--- src/design/i2c_master_transaction_sequencer_unit_macros.svh ---
// Assertion macros used by the sequencer core.
`ifndef I2C_MASTER_TRANSACTION_SEQUENCER_UNIT_MACROS_SVH
`define I2C_MASTER_TRANSACTION_SEQUENCER_UNIT_MACROS_SVH

// Property checked at every clock edge outside reset.
`define I2CMS_ASSERT(label, prop, msg) \
    label: assert property (@(posedge clk) disable iff (!rst_n) (prop)) else $error(msg);

// Implication checked at every clock edge outside reset.
`define I2CMS_ASSERT_IMPL(label, ante, cons, msg) \
    label: assert property (@(posedge clk) disable iff (!rst_n) (ante) |-> (cons)) \
        else $error(msg);

`endif

--- src/design/i2cms_pkg.sv ---
// Types, codes and sizes shared by the I2C transaction sequencer.
package i2cms_pkg;

    localparam int BUF_DEPTH = 16;
    localparam int POS_W     = $clog2(BUF_DEPTH);
    localparam int COUNT_W   = 5;

    localparam logic [COUNT_W-1:0] COUNT_MAX = COUNT_W'(BUF_DEPTH);

    localparam logic [2:0] OP_START    = 3'd0;
    localparam logic [2:0] OP_LOAD     = 3'd1;
    localparam logic [2:0] OP_PROBE    = 3'd2;
    localparam logic [2:0] OP_NACK     = 3'd3;
    localparam logic [2:0] OP_RX_EVENT = 3'd4;
    localparam logic [2:0] OP_TX_READY = 3'd5;

    localparam logic [2:0] MODE_IDLE   = 3'd0;
    localparam logic [2:0] MODE_NACK   = 3'd1;
    localparam logic [2:0] MODE_TXREG  = 3'd2;
    localparam logic [2:0] MODE_TORX   = 3'd3;
    localparam logic [2:0] MODE_RXDATA = 3'd4;
    localparam logic [2:0] MODE_TXDATA = 3'd5;
    localparam logic [2:0] MODE_PROBE  = 3'd6;
    localparam logic [2:0] MODE_ACK    = 3'd7;

    localparam logic [7:0] PROBE_BYTE = 8'h00;

    typedef struct packed {
        logic [2:0]         operation;
        logic [7:0]         register_address;
        logic [COUNT_W-1:0] receive_count;
        logic [COUNT_W-1:0] transmit_count;
        logic [3:0]         load_index;
        logic [7:0]         data_byte;
    } item_t;

    typedef struct packed {
        logic       tx_valid;
        logic [7:0] tx_byte;
        logic       send_start;
        logic       send_stop;
        logic       to_receiver;
        logic       rx_valid;
        logic [3:0] rx_slot;
        logic [7:0] rx_byte;
        logic       listen_rx;
        logic       listen_tx;
        logic [2:0] mode;
    } result_t;

endpackage

--- src/design/i2cms_core.sv ---
// Sequencer state, transmit store and per-request next-state logic.
`include "i2c_master_transaction_sequencer_unit_macros.svh"

module i2cms_core
    import i2cms_pkg::*;
(
    input  logic    clk,
    input  logic    rst_n,
    input  item_t   item,
    input  logic    commit,
    output result_t result
);

    logic [2:0]         mode_reg,         mode_next;
    logic [COUNT_W-1:0] rx_remaining_reg, rx_remaining_next;
    logic [COUNT_W-1:0] tx_remaining_reg, tx_remaining_next;
    logic [POS_W-1:0]   tx_position_reg,  tx_position_next;
    logic [POS_W-1:0]   rx_position_reg,  rx_position_next;
    logic [7:0]         reg_address_reg,  reg_address_next;
    logic               rx_enable_reg,    rx_enable_next;
    logic               tx_enable_reg,    tx_enable_next;

    logic [7:0] tx_store_reg [BUF_DEPTH];
    logic       store_write;

    logic [COUNT_W-1:0] rx_left;

    always_comb
    begin
        mode_next         = mode_reg;
        rx_remaining_next = rx_remaining_reg;
        tx_remaining_next = tx_remaining_reg;
        tx_position_next  = tx_position_reg;
        rx_position_next  = rx_position_reg;
        reg_address_next  = reg_address_reg;
        rx_enable_next    = rx_enable_reg;
        tx_enable_next    = tx_enable_reg;
        store_write       = 1'b0;
        rx_left           = rx_remaining_reg;
        result            = '0;

        case (item.operation)
            OP_START:
            begin
                reg_address_next  = item.register_address;
                rx_remaining_next = (item.receive_count > COUNT_MAX) ? COUNT_MAX
                                                                     : item.receive_count;
                tx_remaining_next = (item.transmit_count > COUNT_MAX) ? COUNT_MAX
                                                                      : item.transmit_count;
                tx_position_next  = '0;
                rx_position_next  = '0;
                mode_next         = MODE_TXREG;
                tx_enable_next    = 1'b1;
                rx_enable_next    = 1'b0;
                result.send_start = 1'b1;
            end
            OP_LOAD:
            begin
                store_write = 1'b1;
            end
            OP_PROBE:
            begin
                mode_next         = MODE_PROBE;
                tx_enable_next    = 1'b1;
                rx_enable_next    = 1'b0;
                result.send_start = 1'b1;
            end
            OP_NACK:
            begin
                mode_next        = MODE_NACK;
                result.send_stop = 1'b1;
            end
            OP_RX_EVENT:
            begin
                if (rx_enable_reg)
                begin
                    if (rx_remaining_reg != '0)
                    begin
                        result.rx_valid  = 1'b1;
                        result.rx_slot   = 4'(rx_position_reg);
                        result.rx_byte   = item.data_byte;
                        rx_position_next = rx_position_reg + 1'b1;
                        rx_left          = rx_remaining_reg - 1'b1;
                    end
                    rx_remaining_next = rx_left;
                    // stop goes out ahead of the final byte
                    if (rx_left == COUNT_W'(1))
                    begin
                        result.send_stop = 1'b1;
                    end
                    else if (rx_left == '0)
                    begin
                        rx_enable_next = 1'b0;
                        mode_next      = MODE_IDLE;
                    end
                end
            end
            OP_TX_READY:
            begin
                if (tx_enable_reg)
                begin
                    case (mode_reg)
                        MODE_TXREG:
                        begin
                            result.tx_valid = 1'b1;
                            result.tx_byte  = reg_address_reg;
                            mode_next = (rx_remaining_reg != '0) ? MODE_TORX : MODE_TXDATA;
                        end
                        MODE_TORX:
                        begin
                            rx_enable_next     = 1'b1;
                            tx_enable_next     = 1'b0;
                            result.to_receiver = 1'b1;
                            result.send_start  = 1'b1;
                            mode_next          = MODE_RXDATA;
                            result.send_stop   = (rx_remaining_reg == COUNT_W'(1));
                        end
                        MODE_TXDATA:
                        begin
                            if (tx_remaining_reg != '0)
                            begin
                                result.tx_valid   = 1'b1;
                                result.tx_byte    = tx_store_reg[tx_position_reg];
                                tx_position_next  = tx_position_reg + 1'b1;
                                tx_remaining_next = tx_remaining_reg - 1'b1;
                            end
                            else
                            begin
                                result.send_stop = 1'b1;
                                mode_next        = MODE_IDLE;
                                tx_enable_next   = 1'b0;
                            end
                        end
                        MODE_PROBE:
                        begin
                            mode_next        = MODE_ACK;
                            tx_enable_next   = 1'b0;
                            result.send_stop = 1'b1;
                            result.tx_valid  = 1'b1;
                            result.tx_byte   = PROBE_BYTE;
                        end
                        default:
                        begin
                        end
                    endcase
                end
            end
            default:
            begin
            end
        endcase

        result.listen_rx = rx_enable_next;
        result.listen_tx = tx_enable_next;
        result.mode      = mode_next;
    end

    always_ff @(posedge clk or negedge rst_n)
    begin
        if (!rst_n)
        begin
            mode_reg         <= MODE_IDLE;
            rx_remaining_reg <= '0;
            tx_remaining_reg <= '0;
            tx_position_reg  <= '0;
            rx_position_reg  <= '0;
            reg_address_reg  <= '0;
            rx_enable_reg    <= 1'b0;
            tx_enable_reg    <= 1'b0;
        end
        else if (commit)
        begin
            mode_reg         <= mode_next;
            rx_remaining_reg <= rx_remaining_next;
            tx_remaining_reg <= tx_remaining_next;
            tx_position_reg  <= tx_position_next;
            rx_position_reg  <= rx_position_next;
            reg_address_reg  <= reg_address_next;
            rx_enable_reg    <= rx_enable_next;
            tx_enable_reg    <= tx_enable_next;
        end
    end

    always_ff @(posedge clk)
    begin
        if (commit && store_write)
        begin
            tx_store_reg[item.load_index[POS_W-1:0]] <= item.data_byte;
        end
    end

    `I2CMS_ASSERT(a_enables_exclusive, !(rx_enable_reg && tx_enable_reg), "both event enables set")
    `I2CMS_ASSERT_IMPL(a_rxdata_listens, mode_reg == MODE_RXDATA, rx_enable_reg, "rx data mode without rx enable")
    `I2CMS_ASSERT_IMPL(a_txreg_listens, mode_reg == MODE_TXREG, tx_enable_reg, "tx regaddr mode without tx enable")
    `I2CMS_ASSERT(a_counts_clamped, (rx_remaining_reg <= COUNT_MAX) && (tx_remaining_reg <= COUNT_MAX), "count above buffer depth")

endmodule

--- src/design/i2c_master_transaction_sequencer_unit.sv ---
// I2C master register transaction sequencer: request and result registers around the core.
//
// Usage: each request on the s_ side is one command (start, load tx byte, probe) or one
// bus event (nack, byte received, transmitter ready). Exactly one result comes out on
// the m_ side for every request, in order, carrying the bus actions to take and the
// event enables and mode after that request.
// Path: a request accepted into the request register has its result computed by the core,
// captured in the result register and shown on m_tvalid as soon as that register is free
// to take it.
// Throughput: one request per cycle while m_tready does not stall the result; the state update
// is a single pass through the core logic between the request register and the result register.
// Reset: rst_n clears the valid flags of both register stages and the sequencer to idle with counts,
// positions and enables at zero; the transmit store holds no defined data until loaded.
// Stall: while m_tready is low the result holds; one more request is taken into the
// request register and waits there, then s_tready drops until the result moves.
module i2c_master_transaction_sequencer_unit
    import i2cms_pkg::*;
(
    input  logic        clk,
    input  logic        rst_n,
    input  logic        s_tvalid,
    output logic        s_tready,
    input  logic [31:0] s_tdata,  // register_address, receive_count, transmit_count,
                                  // load_index, data_byte, zero pad
    input  logic [2:0]  s_tuser,  // operation
    output logic        m_tvalid,
    input  logic        m_tready,
    output logic [31:0] m_tdata   // tx_valid, tx_byte, send_start, send_stop, to_receiver,
                                  // rx_valid, rx_slot, rx_byte, listen_rx, listen_tx,
                                  // mode, zero pad
);

    logic    in_valid_reg;
    item_t   in_item_reg;
    logic    out_valid_reg;
    result_t out_result_reg;
    result_t core_result;
    item_t   s_item;
    logic    advance;

    always_comb
    begin
        s_item.operation        = s_tuser;
        s_item.register_address = s_tdata[7:0];
        s_item.receive_count    = s_tdata[12:8];
        s_item.transmit_count   = s_tdata[17:13];
        s_item.load_index       = s_tdata[21:18];
        s_item.data_byte        = s_tdata[29:22];
    end

    assign advance  = in_valid_reg && (!out_valid_reg || m_tready);
    assign s_tready = !in_valid_reg || advance;

    always_ff @(posedge clk or negedge rst_n)
    begin
        if (!rst_n)
        begin
            in_valid_reg  <= 1'b0;
            out_valid_reg <= 1'b0;
        end
        else
        begin
            if (s_tready)
            begin
                in_valid_reg <= s_tvalid;
            end
            if (advance)
            begin
                out_valid_reg <= 1'b1;
            end
            else if (m_tready)
            begin
                out_valid_reg <= 1'b0;
            end
        end
    end

    always_ff @(posedge clk)
    begin
        if (s_tready && s_tvalid)
        begin
            in_item_reg <= s_item;
        end
        if (advance)
        begin
            out_result_reg <= core_result;
        end
    end

    i2cms_core u_core (
        .clk    (clk),
        .rst_n  (rst_n),
        .item   (in_item_reg),
        .commit (advance),
        .result (core_result)
    );

    assign m_tvalid = out_valid_reg;
    assign m_tdata  = {2'b00,
                       out_result_reg.mode,
                       out_result_reg.listen_tx,
                       out_result_reg.listen_rx,
                       out_result_reg.rx_byte,
                       out_result_reg.rx_slot,
                       out_result_reg.rx_valid,
                       out_result_reg.to_receiver,
                       out_result_reg.send_stop,
                       out_result_reg.send_start,
                       out_result_reg.tx_byte,
                       out_result_reg.tx_valid};

endmodule
--- config.mk ---
export PLATFORM = sky130hd
export DESIGN_NAME = i2c_master_transaction_sequencer_unit
export DESIGN_NICKNAME = d
export VERILOG_FILES = /design/src/design/i2cms_pkg.sv /design/src/design/i2cms_core.sv /design/src/design/i2c_master_transaction_sequencer_unit.sv
export VERILOG_INCLUDE_DIRS = /design/src /design/src/design
export SDC_FILE = /design/constraint.sdc
export NUM_CORES = 1
export LEC_CHECK = 0
export BUFFER_PORTS_ARGS = -buffer_cell sky130_fd_sc_hd__buf_4
export CAP_MARGIN = 20
export CORE_MARGIN = 1
export CORE_UTILIZATION = 64
export CTS_CLUSTER_SIZE = 12
export DETAILED_ROUTE_END_ITERATION = 8
export GPL_TIMING_DRIVEN = 0
export PLACE_DENSITY = 0.84
export SYNTH_ARGS = -nofsm -noshare
export SYNTH_HDL_FRONTEND = slang
export SYNTH_HIERARCHICAL = 1
export SYNTH_SLANG_ARGS = --single-unit
--- constraint.sdc ---
create_clock -name clk -period 7.5 [get_ports clk]
set_input_delay 1.5 -clock clk [delete_from_list [all_inputs] [get_ports clk]]
set_output_delay 1.5 -clock clk [all_outputs]
set_load 0.01 [all_outputs]
**After elaboration in Yosys (flattened, before gate mapping)**

Memories as Yosys holds them, arrays and structs flattened.
Cells that the tools add are included.

- Memories: 1
- Output and inout bits: 34
- Input bits: 39
- RAM bits: 128
- Flip-flop bits (word level): 96
- Logic and storage cells: 125

- Reduce and logical (&&, ||, !) cells: 23
- Muxes and demuxes: 52
- Order comparisons: 2
- Eq/ne operators: 16
- $add $sub $neg: 4

Memory list:

| memory | depth | bits a word | rd ports | clocked after memory_dff | wr ports | line | source |
|---|---|---|---|---|---|---|---|
| u_core.tx_store_reg | 16 | 8 | 1 | 0 | 1 | i2cms_core.sv:23 | `logic [7:0] tx_store_reg [BUF_DEPTH];` |

Operator list:

| operator | count |
|---|---|
| $mux 5 | 9 |
| $pmux 9 s3 | 1 |
| $mux 3 | 7 |
| $mux 4 | 5 |
| $pmux 5 s2 | 2 |
| $mux 1 | 16 |
| $pmux 4 s2 | 2 |
| $pmux 3 s5 | 1 |
| $mux 13 | 1 |
| $eq 3x2->1 const B | 4 |
| $eq 3x3->1 const B | 4 |
| $pmux 3 s4 | 1 |
| $eq 5x1->1 const B | 2 |
| $gt 5x5->1 const B | 2 |
| $reduce_bool 5->1 | 2 |
| $sub 5x1->5 const B | 2 |
| $mux 9 | 1 |
| $pmux 1 s3 | 3 |
| $add 4x1->4 const B | 2 |
| $ne 2x1->1 const B | 4 |
| $pmux 1 s2 | 3 |
| $reduce_and 2->1 | 3 |
| $reduce_and 3->1 | 2 |
| $reduce_bool 2->1 | 3 |
| other kinds (10) | 15 |

**Logic depth before layout (Yosys ltp)**

- Depth in word-level cells: 9
- Gate-level depth with buffers: 8
- Depth with buffers taken out: 7

**By module**

Netlist, hierarchy kept.

Modules (own cells, without submodules):

| module | instances | area each (um2) | cells each | sequential area each (um2) |
|---|---|---|---|---|
| i2cms_core | 1 | 7,240.7 | 509 | 4,619.4 |
| i2c_master_transaction_sequencer_unit | 1 | 2,014.4 | 74 | 1,941.9 |

**Worst setup path before layout**

OpenSTA, ideal clock, no wires.

- Kind: input to register
- Start: input port m_tready
- End: memory u_core.tx_store_reg[0][0] (enable)
- Required time: 7,117 ps
- Stages on the path: 7
- Library setup time: 383 ps
- Buffers on the path: 1
- Slack: 3,342 ps
- Data arrival time: 3,774 ps
- Cells stage by stage: nand2b_1 > and2_1 > clkbuf_1 > nand2b_1 > nor3_1 > nand2b_1 > nor3_1

- Word-level cells in the longest chain between the ends: 5

Ends and longest elaborated chain:

| element | line | source |
|---|---|---|
| start: declaration | i2c_master_transaction_sequencer_unit.sv:27 | `input logic m_tready,` |
| $logic_or 1x1->1 | i2c_master_transaction_sequencer_unit.sv:51 | `assign advance = in_valid_reg && (!out_valid_reg \|\| m_tready);` |
| $logic_and 1x1->1 | i2c_master_transaction_sequencer_unit.sv:51 |  |
| via advance | i2c_master_transaction_sequencer_unit.sv:39 | `logic advance;` |
| $logic_and 1x1->1 | i2cms_core.sv:186 | `if (commit && store_write)` |
| $mux 1 | i2cms_core.sv:186 |  |
| $mux 1 (not written as such) | i2cms_core.sv:188 | `tx_store_reg[item.load_index[POS_W-1:0]] <= item.data_byte;` |
| end: declaration | i2cms_core.sv:23 |  |

The timed path passes the listed nets, and every way through them passes these cells.

**Worst setup path after layout**

- Start: input port m_tready
- End: memory u_core.tx_store_reg[8][5] (enable)

The elaborated chain is that of the path after synthesis.

==> key figures <==
GRT
  • Largest net degree at the start of global routing: 34
  • GRT Overall Usage: 0.271
  • Initial antenna violation count: 0
  • Wire length of the first global-routing pass: approximately 30000 um
  • Vias in the first global route: 5443
  • Global route overflow: 0

Logic synthesis
  • Yosys reg bits: 224
  • YS warnings: 6
  • Synth Instances: 583
  • Synth Flop Type: edfxtp_1
  • Seq/Total Area, Yosys: 0.709
  • Number of synthesized flops with an enable pin: 191
  • Async set or reset register ratio after synthesis: 0.147
  • Synth cell types: 63
  • Mean Syn Cell Area: 15.9 um^2
  • Synth Cell Area: 0.00926 mm^2

Placed design
  • DP HPWL: 12600 um
  • Placed cell area: 0.0100 mm^2
  • Routability congestion estimate: 0.839
  • I/O Buffers: 68

Clocking
  • Clk slew on worst S/H paths: 60 ps
  • CTS tree: yes
  • Clock Sinks: 224
  • Clk buf depth: 3
  • Clk root buf: clkbuf_16
  • CTS resizes: 0
  • Clk_lat worst skew: 500 ps
  • Post-CTS Setup Bufs: 0
  • Hold Buf Count CTS: 0
  • Cts bufs inserted: 23
  • H-tree Lvls: 1

Timing
  • RSZ-0062 raised after global routing: false
  • Setup violators final: 0
  • Peak Freq: about 240 MHz
  • Setup TNS: 0 ps
  • Relative slew slack: 0.331
  • Setup Skew: 13.7 ps
  • Crit path time final: a little over 4000 ps
  • Final Hold Fails: 0
  • Worst slew pin tran: 995 ps
  • Final Cycle Share: 0.550
  • Final Max Tran Viols: 0

Detailed routing
  • DRT iter0 DRCs: 474
  • # DRC: 0
  • DR WL/cell: 21.7 um
  • Via count: between 5000 and 6000
  • Pre-antenna DRT Iters: 7
  • Vias per std cell: 6.19
  • Final WL: 19100 um
  • Post-DRT Antenna Nets: 0

Worst hold path
  • Min-delay worst type: reg -> reg

Die
  • Core region area: 0.0140 mm^2
  • Die area: 0.0149 mm^2
  • Die height: 122 um
  • Die X-Extent: ~120 um
  • Initial Util: 0.662
  • IO Pins: 73
  • FP Rows: 43

Worst setup path
  • Worst endpoint data arrival time: about 4300 ps
  • Critical-path cell list: buf_4 > nand2b_1 > and2_1 > clkbuf_1 > nand2b_1 > nor3_1 > nand2_1 > nor3_1 > buf_4
  • Crit path max fanout: 9
  • Crit end category: flip-flop
  • Critical path's slowest cell: nor3_1
  • Required time of the critical path: 7700 ps
  • Startpoint type of the worst setup path: input pin
  • Kind of critical path: in -> reg
  • Crit path largest cell delay: about 780 ps

Cells and area
  • Fin nets: roughly 730
  • Max reg flops: 128
  • ANT cells: 0
  • Area added between synthesis and finish: 16.1%
  • Fin area: 0.0107 mm^2
  • Fill cells: 809
  • Fraction of final layout cells sized beyond drive strength 1: 0.237

Power
  • VDD IR-drop max: around 0.24 mV
  • Lkg Pwr: between 3 and 4 nW
  • Power Density: 280 mW/mm^2

Status
  • Outcome: finished clean

Flow run
  • Max-cap violations: 0
==> cell usage after synthesis, types with 3 or more instances <==
cell	number	area share
or3_1	3	0.0020
a211oi_1	10	0.0081
and3_1	3	0.0020
and2_1	13	0.0088
nand2_1	55	0.022
o21ai_0	15	0.0081
nand3b_1	4	0.0032
nand3_1	12	0.0065
nor2_1	32	0.013
o211ai_1	6	0.0049
buf_1	4	0.0016
buf_2	8	0.0043
mux4_2	32	0.078
mux2i_1	11	0.012
dfrtp_1	33	0.089
nor3_1	12	0.0065
a31oi_1	5	0.0034
clkbuf_1	11	0.0045
nand2b_1	14	0.0095
a21oi_1	16	0.0087
nor2b_1	9	0.0061
a22o_1	8	0.0076
xnor2_1	3	0.0028
ha_1	7	0.0095
edfxtp_1	191	0.62
xor2_1	3	0.0028
inv_1	15	0.0061
buf_4	6	0.0049
==> per-layer routing <==
metal	vias up	track usage	wire (um)
li1	2421	-	-
met1	2691	0.392	7340
met2	297	0.431	9460
met3	36	0.0432	1760
met4	0	0.0869	500
met5	-	0	0
==> through the flow <==
step	hold WS (ps)	setup slack (ps)	util	cells	total power, mW
4_1_cts	442	3420	0.768	879	3.02
6_report	443	3380	0.768	879	3.01
2_1_floorplan	415	3340	-	584	1.83
3_5_place_dp	430	2950	0.718	837	1.97
5_1_grt	459	3110	0.768	879	3.11
3_3_place_gp	428	2340	0.714	832	1.95
==> cells by family after synthesis <==
logic type / after synthesis / share of synthesized area
and+or+nand+nor: 174 / 0.0998
AOI/OAI and AO/OA: 79 / 0.0581
adders and majority gates: 7 / 0.00946
other: 1 / 0.000405
buffers and inverters: 46 / 0.0238
muxes: 46 / 0.0938
xor gates and xnor gates: 6 / 0.00568
DFF: 224 / 0.709
==> placed cells by master (no fill, tap or decap), types with 3 or more instances in the layout <==
master       n
a31oi_1      5
a211oi_1    10
nand2b_1    14
nand2_1     55
edfxtp_1   191
or3_1        3
and2_1      13
buf_4       76
nand3b_1     4
o21ai_0     15
clkbuf_1    23
o211ai_1     6
and3_1       3
mux2i_1     11
clkbuf_8     5
dfrtp_1     33
nor3_1      12
xnor2_1      3
a21oi_1     16
buf_2       10
mux4_2      32
xor2_1       3
ha_1         7
nor2_1      32
nor2b_1      9
buf_1        4
nand3_1     12
inv_1       15
a22o_1       8
clkbuf_16   23
==> worst max-delay path: cells and delay by family <==
kind                   cells  cell delay (ps)
and+or+nand+nor            6             2010
buffers and inverters      3              820
==> worst paths after layout <==
path	from	endpoint	slack, ps	cells after the start
min in group asynchronous	rst_n	u_core/rx_remaining_reg[0]	950	1
hold reg to reg	in_item_reg[28]	u_core/reg_address_reg[6]	440	2
max in group asynchronous	rst_n	u_core/tx_position_reg[3]	6240	1
setup / recovery	m_tready	u_core/tx_store_reg[8][5]	3380	9
hold / removal	in_item_reg[28]	u_core/reg_address_reg[6]	440	2
setup reg to reg	m_tvalid	u_core/tx_store_reg[8][5]	4030	8
==> report_power, final <==
group	switching, mW	internal (mW)	leakage, nW
registers	0.0592	1.43	2.17
clock network	0.431	0.620	0.340
logic	0.257	0.213	1.37
total	0.747	2.26	3.88
==> layout make-up <==
cell class / count / area, um^2 / share of cell area
clock buffers: 40 / 689 / 0.0641
plain buffers: 31 / 164 / 0.0152
flip-flops and latches: 224 / 6560 / 0.610
multi-input cells: 314 / 2480 / 0.230
clock inverters: 2 / 12.5 / 0.00116
repair buffers: 73 / 563 / 0.0524
inverters: 15 / 56.3 / 0.00524
well taps: 180 / 225 / 0.0210
No activity file was read; power rests on OpenSTA's default activity.
